**src/rtl/cts_pkg.sv**
```systemverilog
// Shared constants, types and codes for the text console cursor/scroll unit.
// Used by every module of the block; no dependencies.
package cts_pkg;

    localparam int ROWS = 25;
    localparam int COLS = 80;
    localparam int CELLS = ROWS * COLS;

    localparam int ROW_W = $clog2(ROWS);
    localparam int COL_W = $clog2(COLS + 1);
    localparam int ADDR_W = $clog2(CELLS);
    localparam int CELL_W = 16;
    localparam int CMP_ROW_W = 7;
    localparam int CMP_COL_W = 8;

    localparam int PADDR_W = 3;
    localparam int PDATA_W = 32;
    localparam logic [PADDR_W-3:0] REG_TEXT_COLOR = '0;

    localparam logic [7:0] NEWLINE_CODE = 8'd10;
    localparam logic [7:0] SPACE_CODE = 8'd32;
    localparam logic [7:0] RESET_COLOR = 8'h0F;

    localparam logic [1:0] OP_PUT = 2'd0;
    localparam logic [1:0] OP_CLEAR = 2'd1;
    localparam logic [1:0] OP_READ = 2'd2;

    localparam logic [ADDR_W-1:0] LAST_ROW_BASE = ADDR_W'((ROWS - 1) * COLS);
    localparam logic [ADDR_W-1:0] COPY_LAST = ADDR_W'((ROWS - 1) * COLS - 1);
    localparam logic [ADDR_W-1:0] CELL_LAST = ADDR_W'(CELLS - 1);

    typedef enum logic [2:0] {
        AOP_HOLD,
        AOP_ZERO,
        AOP_INC,
        AOP_LOAD,
        AOP_LASTROW
    } t_addr_op;

    typedef struct packed {
        t_addr_op          op;
        logic [ROW_W-1:0]  row;
        logic [COL_W-1:0]  col;
    } t_addr_ctl;

    typedef struct packed {
        logic [ADDR_W-1:0] addr;
        logic [ADDR_W-1:0] addr_up;
        logic              copy_last;
        logic              cell_last;
    } t_addr_sts;

    typedef struct packed {
        logic              we;
        logic [ADDR_W-1:0] addr;
        logic [CELL_W-1:0] data;
    } t_ram_wr;

endpackage

```
**src/rtl/cts_apb_regs.sv**
```systemverilog
// APB-style register port holding the text colour attribute.
// Depends on cts_pkg.
module cts_apb_regs import cts_pkg::*; (
    input  logic               i_clk,
    input  logic               i_rst_n,
    input  logic               psel,
    input  logic               penable,
    input  logic               pwrite,
    input  logic [PADDR_W-1:0] paddr,
    input  logic [PDATA_W-1:0] pwdata,
    output logic [PDATA_W-1:0] prdata,
    output logic               pready,
    output logic [7:0]         o_text_color
);

    logic [7:0] r_text_color;
    logic       reg_hit;

    assign reg_hit = paddr[PADDR_W-1:2] == REG_TEXT_COLOR;
    assign pready = 1'b1;
    assign prdata = reg_hit ? {{(PDATA_W-8){1'b0}}, r_text_color} : '0;
    assign o_text_color = r_text_color;

    always_ff @(posedge i_clk) begin
        if (!i_rst_n) begin
            r_text_color <= RESET_COLOR;
        end else if (psel && penable && pwrite && pready && reg_hit) begin
            r_text_color <= pwdata[7:0];
        end
    end

endmodule

```
**config.mk**
```make
export PLATFORM = sky130hd
export DESIGN_NAME = cts_apb_regs
export DESIGN_NICKNAME = d
export VERILOG_FILES = /design/src/rtl/cts_pkg.sv /design/src/rtl/cts_apb_regs.sv
export SDC_FILE = /design/constraint.sdc
export NUM_CORES = 1
export LEC_CHECK = 0
export ABC_AREA = 1
export BUFFER_PORTS_ARGS = -buffer_cell sky130_fd_sc_hd__buf_2
export CAP_MARGIN = 25
export CORE_MARGIN = 1
export CORE_UTILIZATION = 31
export DETAILED_ROUTE_END_ITERATION = 6
export PLACE_DENSITY = 0.87
export SLEW_MARGIN = 20
export SYNTH_ARGS = -nofsm -noshare
export SYNTH_HDL_FRONTEND = slang
export SYNTH_SLANG_ARGS = --single-unit
```
**constraint.sdc**
```tcl
create_clock -name i_clk -period 0.8 [get_ports i_clk]
set_input_delay 0.08 -clock i_clk [delete_from_list [all_inputs] [get_ports i_clk]]
set_output_delay 0.08 -clock i_clk [all_outputs]
set_load 0.02 [all_outputs]
```
After elaboration in Yosys (flattened, before gate mapping) --
Cells that the tools add are included. W data, S select, Z words.
Storage, ports and cells: output and inout bits 41, flip-flop bits (word level) 8, word-level logic and storage cells 6
Operators by class: muxes and demuxes 1, reduce and logical (&&, ||, !) cells 3, bitwise operators 1
Operators with widths (count):
- $mux W8 | 1
- $logic_and A1 B1 Y1 | 3
- $not A1 Y1 | 1

Depth between registers and ports, before layout --
depth in word-level cells 3, depth in mapped cells 6

Worst setup path before layout --
Ideal clock, no wire load.
path kind reg-to-output, start point register r_text_color[4] (netlist: o_text_color[4]), end point output port prdata[4], stages on the path, launching flop included 3, path slack -0.078 ns, path buffers 0, data arrival time 0.798 ns, path through dfxtp_1 inv_1 nor2_1
Between the ends: longest elaborated chain between the ends 1
RTL lines:
- start, declared | line cts_apb_regs.sv:16 | logic [7:0] r_text_color;
- start signal, assigned | line cts_apb_regs.sv:28 | r_text_color <= pwdata[7:0];
- $mux W8 | line cts_apb_regs.sv:21 | assign prdata = reg_hit ? {{(PDATA_W-8){1'b0}}, r_text_color} : '0;
- end, declared | line cts_apb_regs.sv:11 | output logic [PDATA_W-1:0] prdata,
Every way passes these cells.

Final worst setup path --
start point register r_text_color[2] (netlist: o_text_color[2]), end point output port prdata[2]
The elaborated chain is that of the path after synthesis.

==> results_dict.tcl <==
set metrics [dict create \
    result_of_the_run "finished with violations" \
    violations "setup timing" \
    vias 575 \
    core-area_um2 1962 \
    dieHeight_um 47.64 \
    sum_of_buffers_and_inverters_on_the_critical_path 2 \
    initial_antenna_violation_count 0 \
    synthesis.yosys.warnings 0 \
    synth_cell_type_count 15 \
    largest_register_ff_count 8 \
    netlist_instances 93 \
    mostFrequentLayoutCell "sky130_fd_sc_hd__conb_1" \
    worstSkewPairLatency_ns 0.25 \
    timing.critical_path.max_delay_family "flip-flops" \
    setup_repair_after_global_routing_missed_its_margin "true" \
    syn_avg_cell_area_um2 6.942 \
    postSynthRegisterBits 8 \
    chipWidth_um 47.64 \
    critical_path.max_stage_delay_ns 0.34 \
    report.final.hold_viol_count 0 \
    dp_hpwl_um 901 \
    final.min_clock_period_ns 0.9610 \
    fin_worst_hold_slack_ns 0.04270 \
    timing.hold.worst.class "in -> reg" \
    fin_util 0.4770 \
    mostFrequentLayoutCells "sky130_fd_sc_hd__conb_1, sky130_fd_sc_hd__buf_6, sky130_fd_sc_hd__buf_2" \
    crit_path_cell_trace "inv_2 > nor2_4 > buf_6" \
    clk_path_buf_depth 2 \
    synth_area_um2 645.6 \
    numPortBuffers 29 \
    first_pass_iters 3 \
    setup_violations 14 \
    seq_area_um2 170.2 \
    final.period_utilization 1.201 \
    required_ns 0.72 \
    setup_slack_after_layout_ns -0.1610 \
    cts-root-buf "sky130_fd_sc_hd__clkbuf_4" \
    timing.max_cap.violations 0 \
    critical_path_fanouts_max 3 \
    ant_nets 0 \
    cts.reportedPaths.clkPinSlew_ns 0.05 \
    routed_wirelength_mm 1.333 \
    drt_iter0_drc 5 \
    fillers 220 \
    critPathCaptureType "output pin" \
    overflow 0 \
    grtUsageTotal 0.1216 \
    slowest_cell_on_the_critical_path "sky130_fd_sc_hd__dfxtp_2" \
    clock-sinks 8 \
    effective_utilization_at_floorplan 0.3291 \
    irDropWorstVdd_v 0.0005416 \
    rows 16 \
    p_leak_nw 0.5434 \
    timing_max_transition_violations_final 0 \
    final_net_count 171 \
    io_pins 81 \
    gpl.final_weighted_congestion 0.6698 \
    placedInstanceArea_um2 745.7 \
    fp.dieArea_um2 2269 \
    setup.worst_path.start_class "flop" \
    drive_gt1_frac 0.5504 \
    first_global_vias 452 \
    area.growth.synth_to_final_pct 44.96 \
    grt_pass1_wl_mm 1.821 \
    drcViolationCount 0 \
    data_arrival_time_of_the_worst_path_ns 0.88 \
    antennaDiodeCount 0 \
    tritoncts "yes" \
    powerDensity_nw_per_um2 1215 \
    cts_inserted_buffers 3 \
    htreeDepth 1 \
    final_skew_ns 0 \
    timing_limited_maximum_frequency_mhz 1041 \
    wire_per_inst_um 8.545 \
    design_area_um2 935.9 \
    multi_input_comb_area_um2 349.1 \
    viasPerCell 3.686 \
    worst-setup-path-type "reg -> out" \
    synth_sequential_area_ratio 0.2481 \
    grt_start_max_net_pins 9 \
]
==> kinds of logic (layout without fill, tap and decap cells) <==
logic type,Yosys count,after routing,share of synthesized area
buf+inv,42,55,0.4070
flops,8,8,0.2481
other cells,2,25,0.01163
simple gates,41,41,0.3333
==> per-stage QoR <==
| step | worst slack, ns | setup TNS [ns] | power (mW) | cells |
|---|---|---|---|---|
| 2_1_floorplan | -0.007749 | -0.007749 | 0.7686 | 116 |
| 3_3_place_gp | 0.05192 | 0 | 0.7495 | 147 |
| 3_5_place_dp | 0.04119 | 0 | 0.7518 | 147 |
| 4_1_cts | -0.1289 | -1.335 | 1.099 | 156 |
| 5_1_grt | -0.2226 | -2.094 | 1.210 | 156 |
| 6_report | -0.1610 | -1.434 | 1.138 | 156 |
==> layer usage <==
layer	GRT usage	wire length, µm
met1	0.1383	531
met3	0.02264	79
met5	0	0
met2	0.1973	669
met4	0.1000	53
==> repair_timing <==
item                       CTS  global route
hold buffers                 0             0
setup endpoints to repair   16            16
gates resized for setup     24            21
buffers inserted             6             0
pin swaps                    0             4
==> path summary, 6_finish.rpt <==
kind | startpoint | endpoint | slack [ns] | cells after the start
worst max-delay path | o_text_color[2]$_SDFFE_PN1P_ | prdata[2] | -0.16 | 3
worst min-delay path | pwdata[2] | o_text_color[2]$_SDFFE_PN1P_ | 0.04 | 3
worst max register to register | o_text_color[7]$_SDFFE_PN0P_ | o_text_color[7]$_SDFFE_PN0P_ | 0.07 | 3
worst min register to register | o_text_color[0]$_SDFFE_PN1P_ | o_text_color[0]$_SDFFE_PN1P_ | 0.47 | 2
==> synthesized netlist by cell type <==
library cell | number | share of area
sky130_fd_sc_hd__nand2_4 | 2 | 0.035
sky130_fd_sc_hd__nand3_1 | 8 | 0.062
sky130_fd_sc_hd__nand2_1 | 12 | 0.070
sky130_fd_sc_hd__nor2_2 | 4 | 0.039
sky130_fd_sc_hd__inv_1 | 14 | 0.081
sky130_fd_sc_hd__nand2_2 | 1 | 0.0097
sky130_fd_sc_hd__inv_4 | 1 | 0.0097
sky130_fd_sc_hd__nor2_4 | 1 | 0.017
sky130_fd_sc_hd__nor2_8 | 1 | 0.031
sky130_fd_sc_hd__buf_4 | 25 | 0.29
sky130_fd_sc_hd__nor2_1 | 12 | 0.070
sky130_fd_sc_hd__conb_1 | 2 | 0.012
sky130_fd_sc_hd__buf_2 | 1 | 0.0077
sky130_fd_sc_hd__dfxtp_1 | 8 | 0.25
sky130_fd_sc_hd__buf_6 | 1 | 0.017
==> worst min-delay path: stages <==
cell and delay [ns]:
sky130_fd_sc_hd__buf_2 0.07, sky130_fd_sc_hd__nand2_1 0.04, sky130_fd_sc_hd__nand3_1 0.07
==> report_power, final <==
group	internal [mW]	total [mW]	switching, mW
Combinational	0.133	0.387	0.253
Clock	0.172	0.321	0.148
Sequential	0.416	0.430	0.0140
Total	0.722	1.14	0.416
==> cell type report <==
type | instances | share of cell area
Multi-Input combinational cell | 66 | 0.3730
Sequential cell | 8 | 0.1818
Inverter | 15 | 0.06283
Tap cell | 27 | 0.03610
Timing Repair Buffer | 37 | 0.3222
Clock buffer | 3 | 0.02406
Power figures use the tool's default switching activity.
