File: config.mk
export PLATFORM = sky130hd
export DESIGN_NAME = cts_addr_unit
export DESIGN_NICKNAME = d
export VERILOG_FILES = /design/src/rtl/cts_pkg.sv /design/src/rtl/cts_addr_unit.sv
export SDC_FILE = /design/constraint.sdc
export NUM_CORES = 1
export LEC_CHECK = 0
export ABC_AREA = 1
export BUFFER_PORTS_ARGS = -buffer_cell sky130_fd_sc_hd__buf_2
export CORE_UTILIZATION = 50
export CTS_CLUSTER_DIAMETER = 50
export DETAILED_ROUTE_END_ITERATION = 8
export PLACE_DENSITY = 0.77
export SYNTH_ARGS = -nofsm -noshare
export SYNTH_HDL_FRONTEND = slang
export SYNTH_SLANG_ARGS = --single-unit
File: constraint.sdc
create_clock -name i_clk -period 2.4 [get_ports i_clk]
set_clock_uncertainty 0.2 [all_clocks]
set_input_delay 0.12 -clock i_clk [delete_from_list [all_inputs] [get_ports i_clk]]
set_output_delay 0.12 -clock i_clk [all_outputs]
set_load 0.01 [all_outputs]
File: src/rtl/cts_pkg.sv
// Shared constants, types and codes for the text console cursor/scroll unit.
// Used by every module of the block; no dependencies.
package cts_pkg;

    localparam int ROWS = 25;
    localparam int COLS = 80;
    localparam int CELLS = ROWS * COLS;

    localparam int ROW_W = $clog2(ROWS);
    localparam int COL_W = $clog2(COLS + 1);
    localparam int ADDR_W = $clog2(CELLS);
    localparam int CELL_W = 16;
    localparam int CMP_ROW_W = 7;
    localparam int CMP_COL_W = 8;

    localparam int PADDR_W = 3;
    localparam int PDATA_W = 32;
    localparam logic [PADDR_W-3:0] REG_TEXT_COLOR = '0;

    localparam logic [7:0] NEWLINE_CODE = 8'd10;
    localparam logic [7:0] SPACE_CODE = 8'd32;
    localparam logic [7:0] RESET_COLOR = 8'h0F;

    localparam logic [1:0] OP_PUT = 2'd0;
    localparam logic [1:0] OP_CLEAR = 2'd1;
    localparam logic [1:0] OP_READ = 2'd2;

    localparam logic [ADDR_W-1:0] LAST_ROW_BASE = ADDR_W'((ROWS - 1) * COLS);
    localparam logic [ADDR_W-1:0] COPY_LAST = ADDR_W'((ROWS - 1) * COLS - 1);
    localparam logic [ADDR_W-1:0] CELL_LAST = ADDR_W'(CELLS - 1);

    typedef enum logic [2:0] {
        AOP_HOLD,
        AOP_ZERO,
        AOP_INC,
        AOP_LOAD,
        AOP_LASTROW
    } t_addr_op;

    typedef struct packed {
        t_addr_op          op;
        logic [ROW_W-1:0]  row;
        logic [COL_W-1:0]  col;
    } t_addr_ctl;

    typedef struct packed {
        logic [ADDR_W-1:0] addr;
        logic [ADDR_W-1:0] addr_up;
        logic              copy_last;
        logic              cell_last;
    } t_addr_sts;

    typedef struct packed {
        logic              we;
        logic [ADDR_W-1:0] addr;
        logic [CELL_W-1:0] data;
    } t_ram_wr;

endpackage

File: src/rtl/cts_addr_unit.sv
// Shared cell address unit: row*COLS+col load, step, and sweep end flags.
// Depends on cts_pkg.
module cts_addr_unit import cts_pkg::*; (
    input  logic      i_clk,
    input  logic      i_rst_n,
    input  t_addr_ctl i_ctl,
    output t_addr_sts o_sts
);

    logic [ADDR_W-1:0] r_addr;
    logic [ADDR_W-1:0] n_addr;

    always_comb begin
        case (i_ctl.op)
            AOP_ZERO:    n_addr = '0;
            AOP_INC:     n_addr = r_addr + 1'b1;
            AOP_LOAD:    n_addr = ADDR_W'(ADDR_W'(i_ctl.row) * ADDR_W'(COLS))
                                  + ADDR_W'(i_ctl.col);
            AOP_LASTROW: n_addr = LAST_ROW_BASE;
            default:     n_addr = r_addr;
        endcase
    end

    always_ff @(posedge i_clk) begin
        if (!i_rst_n) begin
            r_addr <= '0;
        end else begin
            r_addr <= n_addr;
        end
    end

    assign o_sts.addr = r_addr;
    assign o_sts.addr_up = r_addr + ADDR_W'(COLS);
    assign o_sts.copy_last = r_addr == COPY_LAST;
    assign o_sts.cell_last = r_addr == CELL_LAST;

endmodule

# After elaboration in Yosys (flattened, before gate mapping)
# Cells that the tools add are included.
# totals
reg_bits	11
latchBits	0
ram_bits	0
rom_bits	0
inputBits	17
out_inout_bits	24
word_cells	13
memories	0
# classes
addsub	3
n_mul	1
div	0
order_cmp	0
n_eq_ne	6
shift	0
n_mux	1
bitwise	0
reduce_logical	1
# op_table
cell	count
11-bit one-hot mux with 4 select lines	1
11-bit equality test (second input constant)	2
11-bit by 1-bit adder with 11-bit output (second input constant)	1
11-bit by 7-bit adder with 11-bit output	1
11-bit by 7-bit adder with 11-bit output (second input constant)	1
5-bit by 3-bit multiplier with 7-bit output (second input constant)	1
3-bit by 2-bit equality test with 1-bit output (second input constant)	2
4-bit nonzero test	1
3-bit by 1-bit equality test with 1-bit output (second input constant)	1
3-bit equality test (second input constant)	1

# Logic depth before layout (Yosys ltp)
# Gate-level depths: netlist of run 1.
# depth
ltp_word	3
depth_mapped	13
depth_no_buf	13

# Worst setup path before layout of run 1
# No wires, ideal clock.
# synth_path
path_kind	in2reg
startpoint	input i_ctl[8] in the netlist's numbering
endpoint	register r_addr[9]
setup_time_ns	0.120
arrival_ns	1.674
t_required_ns	2.080
setup_slack_ns	0.406
stages	12
path_buffers	0
path_cell_list	ha_1 > ha_1 > fa_1 > nand2_1 > inv_1 > nand3_1 > nand2_1 > nand2_1 > nand3_1 > nand3_1 > nor2_1 > nor2_1
# synth_via
elab_chain_cells	3
# synth_lines
item	line_no	text
start: declaration	cts_addr_unit.sv:6	input t_addr_ctl i_ctl,
5-bit by 3-bit multiplier with 7-bit output	cts_addr_unit.sv:17	AOP_LOAD: n_addr = ADDR_W'(ADDR_W'(i_ctl.row) * ADDR_W'(COLS))
11-bit by 7-bit adder with 11-bit output	cts_addr_unit.sv:18	+ ADDR_W'(i_ctl.col);
11-bit one-hot mux with 4 select lines	cts_addr_unit.sv:14	case (i_ctl.op)
end signal: assignment	cts_addr_unit.sv:28	r_addr <= n_addr;
end: declaration	cts_addr_unit.sv:10	logic [ADDR_W-1:0] r_addr;
# No other way between the ends.
# A chain may end at the register's enable or synchronous reset.

# Worst setup path after layout of run 1
# Ends and elaborated chain as after synthesis.

==> impl_metrics.py, run 1 <==
metrics = {
    "setup_path": {
        "crit_fanout": 3,
        "critPathCaptureType": "flip-flop",
        "required_ns": 2.35,
        "criticalPathCategory": "input port to flip-flop",
        "cp.arrival_ns": 1.90,
        "crit_path_start_kind": "input port",
    },
    "job": {
        "maxCapViolations": 0,
    },
    "logic_synthesis": {
        "postSynthCellCount": 198,
        "avgSynthCellArea_um2": 6.38,
        "synthDistinctLibCells": 31,
        "yosys_warnings": 0,
        "synth-seq-area-share_pct": 17.4,
        "synth_flop_cell": "dfxtp_1",
        "syn_nets": 229,
        "synth_edf_count": 0,
        "async_flop_share_pct": 0,
        "syn-cell-area_um2": 1260,
        "synth-seq-cells": 11,
    },
    "placement": {
        "place.gp.congestion": 0.878,
        "dp.final_hpwl_um": 2340,
        "dpl.cell_count": 260,
        "portBuffers": 40,
    },
    "timing": {
        "tightest_slew_ns": 0.349,
        "finalCritPeriodShare_pct": 81.2,
        "setup_tns_ns": 0,
        "finalSetupViolCount": 0,
        "holdWs_ns": 0.0433,
        "max_freq_ghz": 0.513,
        "maxSlewHeadroom_pct": 76.7,
        "hold_viol_final": 0,
        "rsz0062_at_grt": "no",
        "period_needed_ns": 1.95,
        "drv_slew": 0,
    },
    "clock_network": {
        "cts_resized": 0,
        "cts_inserted_buffers": 3,
        "clk_latency_ns": 0.27,
        "holdBufCountCts": 5,
        "cts.sinks": 11,
        "h-tree-depth": 1,
        "clk_pin_slew_worst_paths_ns": 0.06,
        "cts_tree": "yes",
        "postCtsSetupBuffers": 0,
        "cts-root-buf": "clkbuf_4",
        "clk_path_buf_depth": 2,
    },
    "floorplan": {
        "initial_core_util_pct": 55.0,
        "dieArea_um2": 2730,
        "fp.dieW_um": 52.3,
        "ios": 41,
        "die_y_um": 52.3,
        "rows": 17,
        "core_region_area_um2": 2300,
    },
    "grt": {
        "grt_pass1_vias": 1101,
        "grtUsageTotal_pct": 23.1,
        "grt_pass1_wl_um": 4670,
        "overflow": 0,
        "antenna_found_initial": 0,
        "grt_start_max_net_pins": 11,
    },
    "finish": {
        "area_growth_pct": 21.3,
        "final_net_count": 273,
        "top_regs": "r_addr (11)",
        "layout-drive-gt1-share_pct": 23.7,
        "regMostFlops": "r_addr",
        "largest_reg_flops": 11,
        "antenna_cells": 0,
        "stdcell_count": 269,
    },
    "drt": {
        "first_iter_violations": 43,
        "wirelength_um": 2840,
        "first_pass_iters": 4,
        "routed_via_density": 5.11,
        "vias": 1375,
        "drc": 0,
        "ant_nets": 0,
        "routedWlPerCell_um": 10.6,
    },
    "run_status": {
        "status": "finished clean",
    },
    "worst_hold_path": {
        "hp-class": "input port to flip-flop",
    },
    "power": {
        "peakVddDrop_v": 0.000236,
        "finalPower_mw": 0.543,
        "power.density_nw_per_um2": 355,
        "leakage_nw": 0.842,
    },
}
-- layout make-up --
class	count	area, um2
multi-input cells	146	867
fillers	232	764
repair buffers	45	250
flip-flops and latches	11	220
inverters	35	134
well taps	28	35.0
clock buffers	4	26.3
-- power by group --
group	leakage [nW]	internal (mW)	switching, mW
clock network	0.0150	0.0643	0.0635
registers	0.0898	0.192	0.0168
logic	0.737	0.0881	0.118
total	0.842	0.345	0.199
-- cells by family after synthesis --
kind of cell,count (synthesis),synth area share (%)
simple gates,99,36.9
buf+inv,41,14.0
compound gates,27,12.5
fa+ha+maj,14,15.0
flops,11,17.4
xor+xnor,6,4.16
-- path summary, 6_finish.rpt --
kind,start,depth (start not counted),slack (ns),end
worst max-delay path,i_ctl[8],13,0.45,r_addr[9]$_SDFFE_PN0P_
worst min-delay path,i_ctl[14],4,0.04,r_addr[3]$_SDFFE_PN0P_
worst max register to register,r_addr[4]$_SDFFE_PN0P_,8,0.71,r_addr[8]$_SDFFE_PN0P_
worst min register to register,r_addr[0]$_SDFFE_PN0P_,2,0.32,r_addr[0]$_SDFFE_PN0P_
-- synth_stat cells, types with 3 or more instances --
cell / n / share of area [%]
a21oi_1: 9 / 3.6
inv_1: 33 / 9.8
nor2_4: 3 / 2.7
nor2_1: 13 / 3.9
nand2_1: 45 / 13
ha_1: 12 / 12
o211ai_1: 3 / 1.8
buf_4: 5 / 3.0
nand2_2: 4 / 2.0
dfxtp_1: 11 / 17
nand3_1: 23 / 9.1
xor2_1: 4 / 2.8
o21ai_0: 7 / 2.8
-- stage by stage --
step,util (%),area (um2),setup WS (ns)
detailed placement,63.4,1460,0.164
finish,66.7,1530,0.452
CTS,66.7,1530,0.458
floorplan,-,1260,0.406
global placement,63.4,1460,0.224
global route,66.7,1530,0.306
-- placed cells by master (no fill, tap or decap), types with 3 or more instances in the layout --
cell type / netlist / final
nand2_1: 45 / 45
buf_2: 1 / 40
inv_1: 33 / 33
nand3_1: 23 / 23
nor2_1: 13 / 13
ha_1: 12 / 12
dfxtp_1: 11 / 11
a21oi_1: 9 / 9
o21ai_0: 7 / 7
dlygate4sd3_1: 0 / 5
xor2_1: 4 / 4
nand2_2: 4 / 4
nor2_4: 3 / 3
o211ai_1: 3 / 3
clkbuf_4: 0 / 3
-- worst max-delay path, cell delays in order --
cell and delay [ns]:
buf_2 0.11, ha_1 0.29, ha_1 0.24, fa_1 0.55, nand2_1 0.07, inv_1 0.07, nand3_1 0.09, nand2_1 0.07
nand2_1 0.05, nand3_1 0.06, nand3_1 0.06, nor2_1 0.09, nor2_1 0.04
-- metal layers --
metal  wire length (um)  track usage, %
met5                  0               0
met4                 55            8.33
met2               1360            39.7
met3                138            2.61
met1               1280            29.4
Power figures use the tool's default switching activity.
==> run 2: changes to the inputs <==
- CORE_UTILIZATION: 50 -> 46
- PLACE_DENSITY: 0.77 -> 0.74
- clock period: 2.4 -> 1.6 ns (I/O delays scaled with it)
==> impl_metrics.py, run 2 (synthesis gave the netlist of run 1 again) <==
metrics = {
    "clock_network": {
        "cts-root-buf": "clkbuf_4",
        "cts_inserted_buffers": 3,
        "cts.sinks": 11,
        "h-tree-depth": 1,
        "clk_pin_slew_worst_paths_ns": 0.08,
        "cts_tree": "yes",
        "clk_latency_ns": 0.27,
        "clk_path_buf_depth": 2,
    },
    "setup_path": {
        "path_cells": "buf_8, ha_4, ha_4, fa_2, nand2_1, inv_2, nand3_2, nand2_1, nand2_1, nand3_1, nand3_1, nor2_1, nor2_1",
        "criticalPathCategory": "input port to flip-flop",
        "crit_fanout": 2,
        "cpMaxStageDelayCell": "fa_2",
        "crit_path_start_kind": "input port",
        "crit_family": "adder cells",
        "cp.arrival_ns": 1.66,
        "crit_top_cell": "nand2_1",
        "required_ns": 1.56,
        "r2r_setup_slack_ns": 0.02,
        "critPathCaptureType": "flip-flop",
        "crit_buf_inv": 2,
        "r2r_start": "r_addr[0]$_SDFFE_PN0P_",
        "cpPeakStageDelay_ns": 0.53,
        "reg2reg_depth": 9,
        "regToRegEndpoint": "r_addr[10]$_SDFFE_PN0P_",
    },
    "drt": {
        "met1_length_um": 1470,
        "drc": 0,
        "first_iter_violations": 39,
        "dr.max_layer_used": "met4",
        "wl_met2_um": 1910,
        "vias": 1559,
        "ant_nets": 0,
        "routedWlPerCell_um": 12.0,
        "met3_length_um": 175,
        "first_pass_iters": 4,
        "wirelength_um": 3600,
        "routed_via_density": 5.18,
    },
    "grt": {
        "overflow": 0,
        "grtUsageTotal_pct": 26.1,
        "grt_pass1_wl_um": 5550,
        "antenna_found_initial": 0,
        "grt_pass1_vias": 1304,
        "grt_start_max_net_pins": 10,
    },
    "worst_hold_path": {
        "min_from": "i_ctl[14]",
        "min_to": "r_addr[5]$_SDFFE_PN0P_",
        "min_path_cells": 6,
        "hp-class": "input port to flip-flop",
    },
    "floorplan": {
        "dieArea_um2": 2960,
        "rows": 18,
        "initial_core_util_pct": 49.7,
        "core_region_area_um2": 2540,
        "fp.dieW_um": 54.4,
        "ios": 41,
        "die_y_um": 54.4,
    },
    "finish": {
        "top_regs": "r_addr (11)",
        "layout_common_cells": "nand2_1, buf_2, inv_1, buf_4, nand3_1",
        "final_net_count": 303,
        "largest_reg_flops": 11,
        "antenna_cells": 0,
        "final_common_cell": "nand2_1",
        "final_util_pct": 77.4,
        "regMostFlops": "r_addr",
        "layout-drive-gt1-share_pct": 43.5,
        "area_growth_pct": 55.8,
        "nFillCells": 194,
    },
    "timing": {
        "holdWs_ns": 0.0420,
        "setup_tns_ns": -0.291,
        "fin_ws_ns": -0.107,
        "maxSlewHeadroom_pct": 83.2,
        "finalCritPeriodShare_pct": 107,
        "hold_viol_final": 0,
        "period_needed_ns": 1.71,
        "tightest_slew_ns": 0.252,
        "drv_slew": 0,
        "max_freq_ghz": 0.586,
        "finalSetupViolCount": 5,
        "rsz0062_at_grt": "yes",
    },
    "placement": {
        "pre_cts_ws_ns": -0.478,
        "portBuffers": 40,
        "place.gp.congestion": 0.829,
        "dp.final_hpwl_um": 2520,
    },
    "run_status": {
        "violations": "negative setup slack",
        "status": "complete, but fails checks",
    },
    "power": {
        "leakage_nw": 1.01,
        "power.density_nw_per_um2": 478,
        "peakVddDrop_v": 0.000335,
        "finalPower_mw": 0.941,
    },
    "job": {
        "maxCapViolations": 0,
    },
}
[run 2: cell type report]
type                            instances  area, um2  share of cell area (%)
Multi-Input combinational cell        146       1020                    52.0
Timing Repair Buffer                   75        503                    25.5
Sequential cell                        11        234                    11.9
Inverter                               35        144                    7.31
Tap cell                               30       37.5                    1.91
Clock buffer                            4       26.3                    1.33
[run 2: worst register-to-register path: cells and delay by family, from the launching register on]
family / cells / cell delay, ns
fa+ha+maj: 1 / 0.16
compound gates: 2 / 0.21
simple gates: 4 / 0.37
flops: 1 / 0.36
buf+inv: 2 / 0.20
[run 2: how the worst max path moves through the flow]
stage                     slack, ns  cells past startpoint  startpoint                      to
final                         -0.11                     13   i_ctl[10]  r_addr[9]$_SDFFE_PN0P_
after global routing          -0.23                     13   i_ctl[10]  r_addr[9]$_SDFFE_PN0P_
after CTS                     -0.09                     13   i_ctl[10]  r_addr[9]$_SDFFE_PN0P_
after detailed placement      -0.48                     13    i_ctl[8]  r_addr[9]$_SDFFE_PN0P_
after global placement        -0.42                     13    i_ctl[8]  r_addr[9]$_SDFFE_PN0P_
after floorplan               -0.26                     12    i_ctl[8]  r_addr[9]$_SDFFE_PN0P_
[run 2: metal layers]
layer / track usage [%] / vias to the layer above
met3: 2.50 / 6
li1: - / 788
met4: 8.97 / 0
met2: 48.8 / 54
met1: 30.5 / 711
met5: 0 / -
[run 2: power by group]
part           switching, mW  internal (mW)  total, mW
clock                  0.103         0.0965      0.199
combinational          0.224          0.212      0.436
sequential            0.0179          0.288      0.306
total                  0.345          0.596      0.941
[run 2: repair_timing]
| action | CTS | global route |
|---|---|---|
| setup endpoints to repair | 9 | 11 |
| pin swaps | 16 | 12 |
| hold buffers | 5 | 0 |
| resized for setup | 35 | 14 |
| setup buffers | 9 | 2 |
| endpoints found under the hold margin | 7 | 0 |
[run 2: through the flow]
step,std cells,area [um2]
2_1_floorplan,198,1290
3_3_place_gp,282,1640
3_5_place_dp,282,1640
4_1_cts,300,1910
5_1_grt,301,1970
6_report,301,1970
