## src/rtl/cts_pkg.sv

```systemverilog
// Shared constants, types and codes for the text console cursor/scroll unit.
// Used by every module of the block; no dependencies.
package cts_pkg;

    localparam int ROWS = 25;
    localparam int COLS = 80;
    localparam int CELLS = ROWS * COLS;

    localparam int ROW_W = $clog2(ROWS);
    localparam int COL_W = $clog2(COLS + 1);
    localparam int ADDR_W = $clog2(CELLS);
    localparam int CELL_W = 16;
    localparam int CMP_ROW_W = 7;
    localparam int CMP_COL_W = 8;

    localparam int PADDR_W = 3;
    localparam int PDATA_W = 32;
    localparam logic [PADDR_W-3:0] REG_TEXT_COLOR = '0;

    localparam logic [7:0] NEWLINE_CODE = 8'd10;
    localparam logic [7:0] SPACE_CODE = 8'd32;
    localparam logic [7:0] RESET_COLOR = 8'h0F;

    localparam logic [1:0] OP_PUT = 2'd0;
    localparam logic [1:0] OP_CLEAR = 2'd1;
    localparam logic [1:0] OP_READ = 2'd2;

    localparam logic [ADDR_W-1:0] LAST_ROW_BASE = ADDR_W'((ROWS - 1) * COLS);
    localparam logic [ADDR_W-1:0] COPY_LAST = ADDR_W'((ROWS - 1) * COLS - 1);
    localparam logic [ADDR_W-1:0] CELL_LAST = ADDR_W'(CELLS - 1);

    typedef enum logic [2:0] {
        AOP_HOLD,
        AOP_ZERO,
        AOP_INC,
        AOP_LOAD,
        AOP_LASTROW
    } t_addr_op;

    typedef struct packed {
        t_addr_op          op;
        logic [ROW_W-1:0]  row;
        logic [COL_W-1:0]  col;
    } t_addr_ctl;

    typedef struct packed {
        logic [ADDR_W-1:0] addr;
        logic [ADDR_W-1:0] addr_up;
        logic              copy_last;
        logic              cell_last;
    } t_addr_sts;

    typedef struct packed {
        logic              we;
        logic [ADDR_W-1:0] addr;
        logic [CELL_W-1:0] data;
    } t_ram_wr;

endpackage

```

## src/rtl/cts_if.sv

```systemverilog
// Valid/ready channel interfaces for command transactions and result transactions.
// Depends on nothing.
interface cts_in_if;
    logic       valid;
    logic       ready;
    logic [1:0] opcode;
    logic [7:0] char_code;
    logic [4:0] read_row;
    logic [6:0] read_col;

    modport source (output valid, opcode, char_code, read_row, read_col, input ready);
    modport sink (input valid, opcode, char_code, read_row, read_col, output ready);
endinterface

interface cts_out_if;
    logic       valid;
    logic       ready;
    logic [4:0] cursor_row;
    logic [6:0] cursor_col;
    logic [7:0] cell_char;
    logic [7:0] cell_color;

    modport source (output valid, cursor_row, cursor_col, cell_char, cell_color, input ready);
    modport sink (input valid, cursor_row, cursor_col, cell_char, cell_color, output ready);
endinterface

```

## src/rtl/cts_seq.sv

```systemverilog
// Sequencer: cursor, put/clear/read/scroll steps, cell sweeps and result register.
// Depends on cts_pkg and cts_if; drives cts_addr_unit and cts_cell_ram.
module cts_seq import cts_pkg::*; (
    input  logic              i_clk,
    input  logic              i_rst_n,
    input  logic [7:0]        i_text_color,
    cts_in_if.sink            in_ch,
    cts_out_if.source         out_ch,
    output t_addr_ctl         o_addr_ctl,
    input  t_addr_sts         i_addr_sts,
    output t_ram_wr           o_ram_wr,
    output logic [ADDR_W-1:0] o_ram_raddr,
    input  logic [CELL_W-1:0] i_ram_rdata
);

    typedef enum logic [9:0] {
        S_IDLE       = 10'b0000000001,
        S_DECODE     = 10'b0000000010,
        S_ADDR       = 10'b0000000100,
        S_WRITE      = 10'b0000001000,
        S_RD_ISSUE   = 10'b0000010000,
        S_RD_WAIT    = 10'b0000100000,
        S_SCROLL     = 10'b0001000000,
        S_SCROLL_END = 10'b0010000000,
        S_FILL       = 10'b0100000000,
        S_RESP       = 10'b1000000000
    } t_state;

    t_state            r_state;
    logic [1:0]        r_op;
    logic [7:0]        r_ch;
    logic [4:0]        r_rrow;
    logic [6:0]        r_rcol;
    logic [ROW_W-1:0]  r_row;
    logic [COL_W-1:0]  r_col;
    logic              r_pend_chr;
    logic              r_init;
    logic [7:0]        r_fill_color;
    logic              r_cp_pend;
    logic [ADDR_W-1:0] r_cp_addr;
    logic [CELL_W-1:0] r_cell;
    logic              r_out_valid;
    logic [ROW_W-1:0]  r_out_row;
    logic [COL_W-1:0]  r_out_col;
    logic [7:0]        r_out_char;
    logic [7:0]        r_out_color;

    logic rd_in_range;
    logic nl_needed;
    logic printable;
    logic on_last_row;

    assign rd_in_range = (CMP_ROW_W'(r_rrow) < CMP_ROW_W'(ROWS))
                      && (CMP_COL_W'(r_rcol) < CMP_COL_W'(COLS));
    assign printable = r_ch != NEWLINE_CODE;
    assign nl_needed = !printable || (r_col == COL_W'(COLS));
    assign on_last_row = r_row == ROW_W'(ROWS - 1);

    assign in_ch.ready = r_state == S_IDLE;
    assign out_ch.valid = r_out_valid;
    assign out_ch.cursor_row = 5'(r_out_row);
    assign out_ch.cursor_col = 7'(r_out_col);
    assign out_ch.cell_char = r_out_char;
    assign out_ch.cell_color = r_out_color;

    always_comb begin
        o_addr_ctl.op = AOP_HOLD;
        o_addr_ctl.row = r_row;
        o_addr_ctl.col = r_col;
        unique case (r_state)
            S_DECODE: begin
                if (r_op == OP_READ && rd_in_range) begin
                    o_addr_ctl.op = AOP_LOAD;
                    o_addr_ctl.row = ROW_W'(r_rrow);
                    o_addr_ctl.col = COL_W'(r_rcol);
                end else if (r_op == OP_CLEAR
                             || (r_op == OP_PUT && nl_needed && on_last_row)) begin
                    o_addr_ctl.op = AOP_ZERO;
                end
            end
            S_ADDR:       o_addr_ctl.op = AOP_LOAD;
            S_SCROLL:     o_addr_ctl.op = i_addr_sts.copy_last ? AOP_HOLD : AOP_INC;
            S_SCROLL_END: o_addr_ctl.op = AOP_LASTROW;
            S_FILL:       o_addr_ctl.op = i_addr_sts.cell_last ? AOP_HOLD : AOP_INC;
            default:      o_addr_ctl.op = AOP_HOLD;
        endcase
    end

    always_comb begin
        o_ram_wr.we = 1'b0;
        o_ram_wr.addr = i_addr_sts.addr;
        o_ram_wr.data = {r_fill_color, SPACE_CODE};
        if (r_state == S_FILL) begin
            o_ram_wr.we = 1'b1;
        end else if (r_cp_pend) begin
            o_ram_wr.we = 1'b1;
            o_ram_wr.addr = r_cp_addr;
            o_ram_wr.data = i_ram_rdata;
        end else if (r_state == S_WRITE) begin
            o_ram_wr.we = 1'b1;
            o_ram_wr.data = {i_text_color, r_ch};
        end
    end

    assign o_ram_raddr = (r_state == S_SCROLL) ? i_addr_sts.addr_up : i_addr_sts.addr;

    always_ff @(posedge i_clk) begin
        if (!i_rst_n) begin
            r_state <= S_FILL;
            r_init <= 1'b1;
            r_fill_color <= RESET_COLOR;
            r_row <= '0;
            r_col <= '0;
            r_pend_chr <= 1'b0;
            r_cp_pend <= 1'b0;
            r_out_valid <= 1'b0;
        end else begin
            r_cp_pend <= r_state == S_SCROLL;
            r_cp_addr <= i_addr_sts.addr;
            if (r_out_valid && out_ch.ready && r_state != S_RESP) begin
                r_out_valid <= 1'b0;
            end
            unique case (r_state)
                S_IDLE: begin
                    if (in_ch.valid) begin
                        r_op <= in_ch.opcode;
                        r_ch <= in_ch.char_code;
                        r_rrow <= in_ch.read_row;
                        r_rcol <= in_ch.read_col;
                        r_state <= S_DECODE;
                    end
                end
                S_DECODE: begin
                    r_cell <= '0;
                    unique case (r_op)
                        OP_PUT: begin
                            r_pend_chr <= printable;
                            if (nl_needed) begin
                                r_col <= '0;
                                if (on_last_row) begin
                                    r_fill_color <= i_text_color;
                                    r_state <= S_SCROLL;
                                end else begin
                                    r_row <= r_row + 1'b1;
                                    r_state <= printable ? S_ADDR : S_RESP;
                                end
                            end else begin
                                r_state <= S_ADDR;
                            end
                        end
                        OP_CLEAR: begin
                            r_row <= '0;
                            r_col <= '0;
                            r_pend_chr <= 1'b0;
                            r_fill_color <= i_text_color;
                            r_state <= S_FILL;
                        end
                        OP_READ: r_state <= rd_in_range ? S_RD_ISSUE : S_RESP;
                        default: r_state <= S_RESP;
                    endcase
                end
                S_ADDR: r_state <= S_WRITE;
                S_WRITE: begin
                    r_col <= r_col + 1'b1;
                    r_pend_chr <= 1'b0;
                    r_state <= S_RESP;
                end
                S_RD_ISSUE: r_state <= S_RD_WAIT;
                S_RD_WAIT: begin
                    r_cell <= i_ram_rdata;
                    r_state <= S_RESP;
                end
                S_SCROLL: begin
                    if (i_addr_sts.copy_last) begin
                        r_state <= S_SCROLL_END;
                    end
                end
                S_SCROLL_END: r_state <= S_FILL;
                S_FILL: begin
                    if (i_addr_sts.cell_last) begin
                        r_init <= 1'b0;
                        if (r_init) begin
                            r_state <= S_IDLE;
                        end else if (r_pend_chr) begin
                            r_state <= S_ADDR;
                        end else begin
                            r_state <= S_RESP;
                        end
                    end
                end
                S_RESP: begin
                    if (!r_out_valid || out_ch.ready) begin
                        r_out_valid <= 1'b1;
                        r_out_row <= r_row;
                        r_out_col <= r_col;
                        r_out_char <= r_cell[7:0];
                        r_out_color <= r_cell[15:8];
                        r_state <= S_IDLE;
                    end
                end
                default: r_state <= S_IDLE;
            endcase
        end
    end

endmodule

```

## src/flat_wrapper.sv

```systemverilog
// flat-port wrapper written by rule: the top's interface ports become plain ports
module cts_seq_flat import cts_pkg::*;
  (i_clk, i_rst_n, i_text_color, o_addr_ctl, i_addr_sts, o_ram_wr, o_ram_raddr, i_ram_rdata, in_ch_valid, in_ch_opcode, in_ch_char_code, in_ch_read_row, in_ch_read_col, in_ch_ready, out_ch_valid, out_ch_cursor_row, out_ch_cursor_col, out_ch_cell_char, out_ch_cell_color, out_ch_ready);
  cts_in_if in_ch_i ();
  cts_out_if out_ch_i ();
  input  logic i_clk;
  input  logic i_rst_n;
  input  logic [7:0] i_text_color;
  output t_addr_ctl o_addr_ctl;
  input  t_addr_sts i_addr_sts;
  output t_ram_wr o_ram_wr;
  output logic [ADDR_W-1:0] o_ram_raddr;
  input  logic [CELL_W-1:0] i_ram_rdata;
  input wire logic [$bits(in_ch_i.valid)-1:0] in_ch_valid;
  input wire logic [$bits(in_ch_i.opcode)-1:0] in_ch_opcode;
  input wire logic [$bits(in_ch_i.char_code)-1:0] in_ch_char_code;
  input wire logic [$bits(in_ch_i.read_row)-1:0] in_ch_read_row;
  input wire logic [$bits(in_ch_i.read_col)-1:0] in_ch_read_col;
  output wire logic [$bits(in_ch_i.ready)-1:0] in_ch_ready;
  output wire logic [$bits(out_ch_i.valid)-1:0] out_ch_valid;
  output wire logic [$bits(out_ch_i.cursor_row)-1:0] out_ch_cursor_row;
  output wire logic [$bits(out_ch_i.cursor_col)-1:0] out_ch_cursor_col;
  output wire logic [$bits(out_ch_i.cell_char)-1:0] out_ch_cell_char;
  output wire logic [$bits(out_ch_i.cell_color)-1:0] out_ch_cell_color;
  input wire logic [$bits(out_ch_i.ready)-1:0] out_ch_ready;
  assign in_ch_i.valid = in_ch_valid;
  assign in_ch_i.opcode = in_ch_opcode;
  assign in_ch_i.char_code = in_ch_char_code;
  assign in_ch_i.read_row = in_ch_read_row;
  assign in_ch_i.read_col = in_ch_read_col;
  assign in_ch_ready = in_ch_i.ready;
  assign out_ch_valid = out_ch_i.valid;
  assign out_ch_cursor_row = out_ch_i.cursor_row;
  assign out_ch_cursor_col = out_ch_i.cursor_col;
  assign out_ch_cell_char = out_ch_i.cell_char;
  assign out_ch_cell_color = out_ch_i.cell_color;
  assign out_ch_i.ready = out_ch_ready;
  cts_seq u_core (.i_clk(i_clk), .i_rst_n(i_rst_n), .i_text_color(i_text_color), .in_ch(in_ch_i), .out_ch(out_ch_i), .o_addr_ctl(o_addr_ctl), .i_addr_sts(i_addr_sts), .o_ram_wr(o_ram_wr), .o_ram_raddr(o_ram_raddr), .i_ram_rdata(i_ram_rdata));
endmodule
```

## config.mk

```make
export PLATFORM = sky130hd
export DESIGN_NAME = cts_seq_flat
export DESIGN_NICKNAME = d
export VERILOG_FILES = /design/src/rtl/cts_pkg.sv /design/src/rtl/cts_if.sv /design/src/rtl/cts_seq.sv /design/src/flat_wrapper.sv
export SDC_FILE = /design/constraint.sdc
export NUM_CORES = 1
export LEC_CHECK = 0
export BUFFER_PORTS_ARGS = -buffer_cell sky130_fd_sc_hd__buf_4
export CORE_UTILIZATION = 55
export DETAILED_ROUTE_END_ITERATION = 8
export GPL_ROUTABILITY_DRIVEN = 0
export PLACE_DENSITY_LB_ADDON = 0.3
export SLEW_MARGIN = 20
export SYNTH_ARGS = -nofsm -noshare
export SYNTH_HDL_FRONTEND = slang
export SYNTH_SLANG_ARGS = --single-unit
```

## constraint.sdc

```tcl
create_clock -name i_clk -period 5.9 [get_ports i_clk]
set_input_delay 1.18 -clock i_clk [delete_from_list [all_inputs] [get_ports i_clk]]
set_output_delay 1.18 -clock i_clk [all_outputs]
set_load 0.005 [all_outputs]
```

Word level (Yosys, flattened, before mapping)
Cells that the tools add are included.

Bits in registers: 111. Bits of input ports: 74. Output and inout bits: 84. Word-level logic and storage cells: 114.

Add/sub/neg operators: 2. Magnitude comparators: 2. Equal/unequal tests: 25. Mux-type cells: 42. Reductions and logical operators: 25.

Operator list (count): $mux 10 (10); $pmux 10 s9 (1); $mux 16 (2); $pmux 16 s2 (1); $pmux 10 s3 (1); $pmux 7 s2 (2); $mux 27 (1); $mux 12 (2); $mux 11 (2); $mux 8 (2); $pmux 8 s2 (1); $pmux 3 s5 (1); $reduce_and 4->1 (3); $eq 10x1->1 const B (1); $eq 10x10->1 const B (1); $eq 10x2->1 const B (1); $eq 10x3->1 const B (1); $eq 10x4->1 const B (1); $eq 10x5->1 const B (1); $eq 10x6->1 const B (1); $eq 10x7->1 const B (1); $eq 10x8->1 const B (1); $eq 10x9->1 const B (1); $mux 5 (2); 27 further kinds (55).

Depth between registers and ports, before layout
Word-level depth: 9. Depth in mapped cells: 8. Mapped depth without buffers: 7.

Worst setup path after synthesis
No wires, ideal clock.

Kind: input-to-reg. Start point: in i_rst_n. End point: reg u_core.r_out_char[0] (netlist: u_core.out_ch.cell_char[0]) (enable). Library setup time: 413 ps. Arrival time: 2995 ps. Data required time: 5487 ps. Slack: 2493 ps. Stages: 4. Path buffers: 2. Path through: clkbuf_1 > clkbuf_1 > nand2_1 > nor2_1.

Longest elaborated chain between the ends: 1.

Ends and longest elaborated chain: start, declared (RTL line flat_wrapper.sv:7) `input logic i_rst_n;`; $reduce_and 3->1 (no line); end signal, assigned (RTL line cts_seq.sv:196) `r_out_char <= r_cell[7:0];`; end, declared (RTL line cts_seq.sv:45) `logic [7:0] r_out_char;`.

No other way between the ends. A chain may end at the register's enable or synchronous reset.

Worst setup path in the final report
Start point: reg u_core.r_state[0]. End point: out o_ram_raddr[8].

Longest elaborated chain between the ends: 2.

Ends and longest elaborated chain: start, declared (RTL line cts_seq.sv:29) `t_state r_state;`; start signal, assigned (RTL line cts_seq.sv:145) `r_state <= printable ? S_ADDR : S_RESP;`; start signal, assigned (RTL line cts_seq.sv:158) `OP_READ: r_state <= rd_in_range ? S_RD_ISSUE : S_RESP;`; $eq 10x7->1 (RTL line cts_seq.sv:105) `assign o_ram_raddr = (r_state == S_SCROLL) ? i_addr_sts.addr_up : i_addr_sts.addr;`; $mux 11 (RTL line cts_seq.sv:105); end, declared (RTL line flat_wrapper.sv:12) `output logic [ADDR_W-1:0] o_ram_raddr;`.

No other way between the ends.

==> impl_metrics.toml <==
[outcome]
status = "completed"

[sta]
clock.fmax_mhz = 243
relSlewSlack_pct = 36.1
fin_ws_ns = 1.78
finalSetupTns_ns = 0
timing_hold_violations_final = 0
clock_skew_ns = 0.0113
drv_slew = 0
setup_viol = 0
period_minus_slack_ns = 4.12
finalCritPeriodShare_pct = 69.9
rsz0062_at_grt = "false"
worstMarginPinSlew_ns = 0.956

[synth]
synth.avg_cell_area_um2 = 12.0
synth_top_family_by_area = "simple AND/OR/NAND/NOR gates"
async_reset_ff_share_pct = 0
synth_area_mm2 = 0.00513
syn_inst = 429
synthSimpleGateAreaFrac_pct = 18.0
synth_fa_ha_area_share_pct = 0.975
muxShareOfSynthArea_pct = 7.34
synth_compound_area_share_pct = 11.6
syn_nets = 507
synth_cell_types = 57
yosys.area_share.xor_xnor_pct = 0.853
synth-edff-count = 77
ys_seq_area_share_pct = 58.3
ys_warn_count = 0
synth_seq_cells = 111
dominantRegCellSynth = "edfxtp_1"

[setup_path]
rr_worst_depth = 5
rrSetupSlack_ns = 2.77
crit_start = "u_core.r_state[0]"
worst_setup_path_start_kind = "flop"
critical_path_required_ns = 4.72
slowest_delay_ns = 0.77
worstSetupEndpointType = "primary output"
critPathMaxFanout = 15
path_buf_inv = 1
reg2reg_from = "u_core.r_state[0]"
worst-setup-path-type = "flop to primary output"
crit_path_top_delay_cell = "nand4b_1"
worstPathArrival_ns = 2.94
rr_endpoint = "u_core.r_rrow[3]"
path_cells = "nor4_2 -> nand4b_1 -> mux2_2 -> buf_4"
critical_path.top_delay_family = "simple AND/OR/NAND/NOR gates"

[power_and_ir_drop]
peakVddDrop_v = 0.000149
switchingPower_w = 0.000362
p_leak_nw = 2.57
pwr-share-comb_pct = 10.5
p_sw_share_pct = 24.2
pwr-share-seq_pct = 58.3
p_per_area_mw_per_mm2 = 228
power.internal_w = 0.00114
clkPwrFrac_pct = 31.2

[grt]
grt_first_pass_wirelength_um = 18300
grt_overflow = 0
grt_pass1_vias = 3739
grt_max_degree = 32
antenna_found_initial = 0
grt_usage_pct = 24.1

[finish]
stdcell_area_mm2 = 0.00657
nFillCells = 614
drive_gt1_share_pct = 36.8
fin_cells = 689
nets = 654
diodes = 0
syn_to_final_growth_pct = 28.1

[clocking]
cts_resized = 0
cts_buffers = 9
clkTransAtPathRegs_ns = 0.10
cts.sinks = 111
cts_setup_buffers = 0
htreeDepth = 3
clockBufferDepth = 2
root_buffer = "clkbuf_8"
cts_tree = "yes"
clk_latency_ns = 0.37
cts_hold_buf = 0

[routing]
totalWireLength_um = 11500
routed_via_density = 5.88
drt_iter0_markers = 236
drtAntennaViolNets = 0
wl_per_cell_um = 16.8
drt_first_pass_iters = 5
drcViolationCount = 0
vias = 4054

[worst_hold_path]
min_to = "u_core.out_ch.cell_char[7]"
hold_path.startpoint = "u_core.r_cell[7]"
holdCritPathClass = "flop to flop"
min_delay_path_depth = 0

[job]
maxCapViolCount = 0

[floorplanning]
die_w_um = 98.6
dieArea_mm2 = 0.00972
rows = 34
start_util_pct = 57.7
fp.coreArea_mm2 = 0.00889
die_y_um = 98.6
ios = 158

[placement]
dp_cells = 673
dp_hpwl_um = 8610
preCtsSetupSlack_ns = 2.27
portBuffers = 157
post_dp_cell_area_mm2 = 0.00636
-- synth_stat cells, types with 3 or more instances --
| cell type | instances | area, µm² |
|---|---|---|
| edfxtp_1 | 77 | 2310 |
| dfxtp_1 | 34 | 681 |
| mux2_2 | 29 | 327 |
| nand2_1 | 29 | 109 |
| nor2_1 | 25 | 93.8 |
| and2_1 | 19 | 119 |
| o21ai_0 | 17 | 85.1 |
| a21oi_1 | 16 | 80.1 |
| clkbuf_1 | 16 | 60.1 |
| inv_1 | 14 | 52.6 |
| o211ai_1 | 12 | 90.1 |
| a22oi_1 | 8 | 60.1 |
| nand3_1 | 8 | 40.0 |
| o2bb2ai_1 | 8 | 70.1 |
| a22o_1 | 7 | 61.3 |
| nor3_1 | 7 | 35.0 |
| or4_1 | 7 | 52.6 |
| nand2b_1 | 6 | 37.5 |
| mux2i_1 | 5 | 50.1 |
| nor4_1 | 5 | 31.3 |
| o31ai_1 | 5 | 37.5 |
| or3_1 | 5 | 31.3 |
| and3_1 | 4 | 25.0 |
| ha_1 | 4 | 50.1 |
| nand4_1 | 4 | 25.0 |
| nand4b_1 | 4 | 35.0 |
| nor2b_1 | 4 | 25.0 |
| buf_2 | 3 | 15.0 |
| nor4_4 | 3 | 63.8 |
| nor4bb_1 | 3 | 30.0 |
| o21a_1 | 3 | 22.5 |
| xnor2_1 | 3 | 26.3 |
-- power by group through the flow --
stage | clock [W] | sequential (W) | combinational, W
6_report | 0.000467 | 0.000873 | 0.000158
5_1_grt | 0.000502 | 0.000876 | 0.000170
4_1_cts | 0.000473 | 0.000872 | 0.000156
3_5_place_dp | 0 | 0.000890 | 0.000155
3_3_place_gp | 0 | 0.000889 | 0.000150
2_1_floorplan | 0 | 0.000878 | 0.0000813
-- sequential cells by signal (all words and copies together) (netlist names) --
register / count
u_core.out_ch.cell_char: 8
u_core.out_ch.cell_color: 8
u_core.out_ch.cursor_col: 7
u_core.out_ch.cursor_row: 5
u_core.out_ch.valid: 1
u_core.r_cell: 16
u_core.r_ch: 8
u_core.r_col: 7
u_core.r_cp_addr: 11
u_core.r_cp_pend: 1
u_core.r_fill_color: 8
u_core.r_init: 1
u_core.r_op: 2
u_core.r_pend_chr: 1
u_core.r_rcol: 7
u_core.r_row: 5
u_core.r_rrow: 5
u_core.r_state: 10
-- how the worst max path moves through the flow --
| stage | end | slack [ns] | depth (start not counted) |
|---|---|---|---|
| 6_report | o_ram_raddr[8] | 1.78 | 4 |
| 5_1_grt | o_ram_wr[11] | 1.63 | 6 |
| 4_1_cts | o_ram_raddr[8] | 1.83 | 4 |
| 3_5_place_dp | o_ram_wr[11] | 2.27 | 6 |
| 3_3_place_gp | o_addr_ctl[10] | 2.33 | 4 |
| 2_1_floorplan | u_core.out_ch.cell_char[0] | 2.49 | 4 |
-- cells by family after synthesis --
| logic type | after synthesis |
|---|---|
| simple gates | 151 |
| flops | 111 |
| compound gates | 87 |
| buf+inv | 37 |
| mux | 34 |
| xor+xnor | 5 |
| fa+ha+maj | 4 |
-- worst reg2reg max path, delay by kind of cell (launching register included) --
kind,cells,cell delay [ns]
and+or+nand+nor,4,1.87
AOI/OAI and AO/OA,1,0.52
DFF,1,0.47
-- cell usage in the layout (no fill, tap or decap), drive strengths merged, types with 7 or more instances in the layout --
cell type and instances:
buf 159, edfxtp 77, dfxtp 34, mux2 29, nand2 29, nor2 25
and2 19, o21ai 19, inv 17, a21oi 16, o211ai 12, clkbuf 10
nor4 10, nand3 8, a22oi 8, o2bb2ai 8, or4 7, nor3 7
a22o 7
-- final cells by class --
class	count	area (µm²)	area share (%)
clock buffers	10	128	1.94
repair buffers	159	1190	18.2
flip-flops and latches	111	2990	45.5
well taps	108	135	2.06
multi-input cells	281	2000	30.4
inverters	14	52.6	0.800
clock inverters	6	75.1	1.14
-- layer usage --
layer | up-vias | track usage [%] | wire (µm)
met4 | 0 | 9.41 | 229
met3 | 18 | 3.90 | 752
li1 | 1927 | - | -
met1 | 1930 | 32.8 | 4900
met5 | - | 0 | 0
met2 | 179 | 39.0 | 5660
-- stage by stage --
step           utilization, %  hold WS (ns)  total power, W
3_3_place_gp             71.6         0.401         0.00104
3_5_place_dp             71.6         0.405         0.00104
4_1_cts                  73.9         0.430         0.00150
2_1_floorplan               -         0.400        0.000959
6_report                 73.9         0.428         0.00150
5_1_grt                  73.9         0.434         0.00155
(Power assumes the default switching activity.)
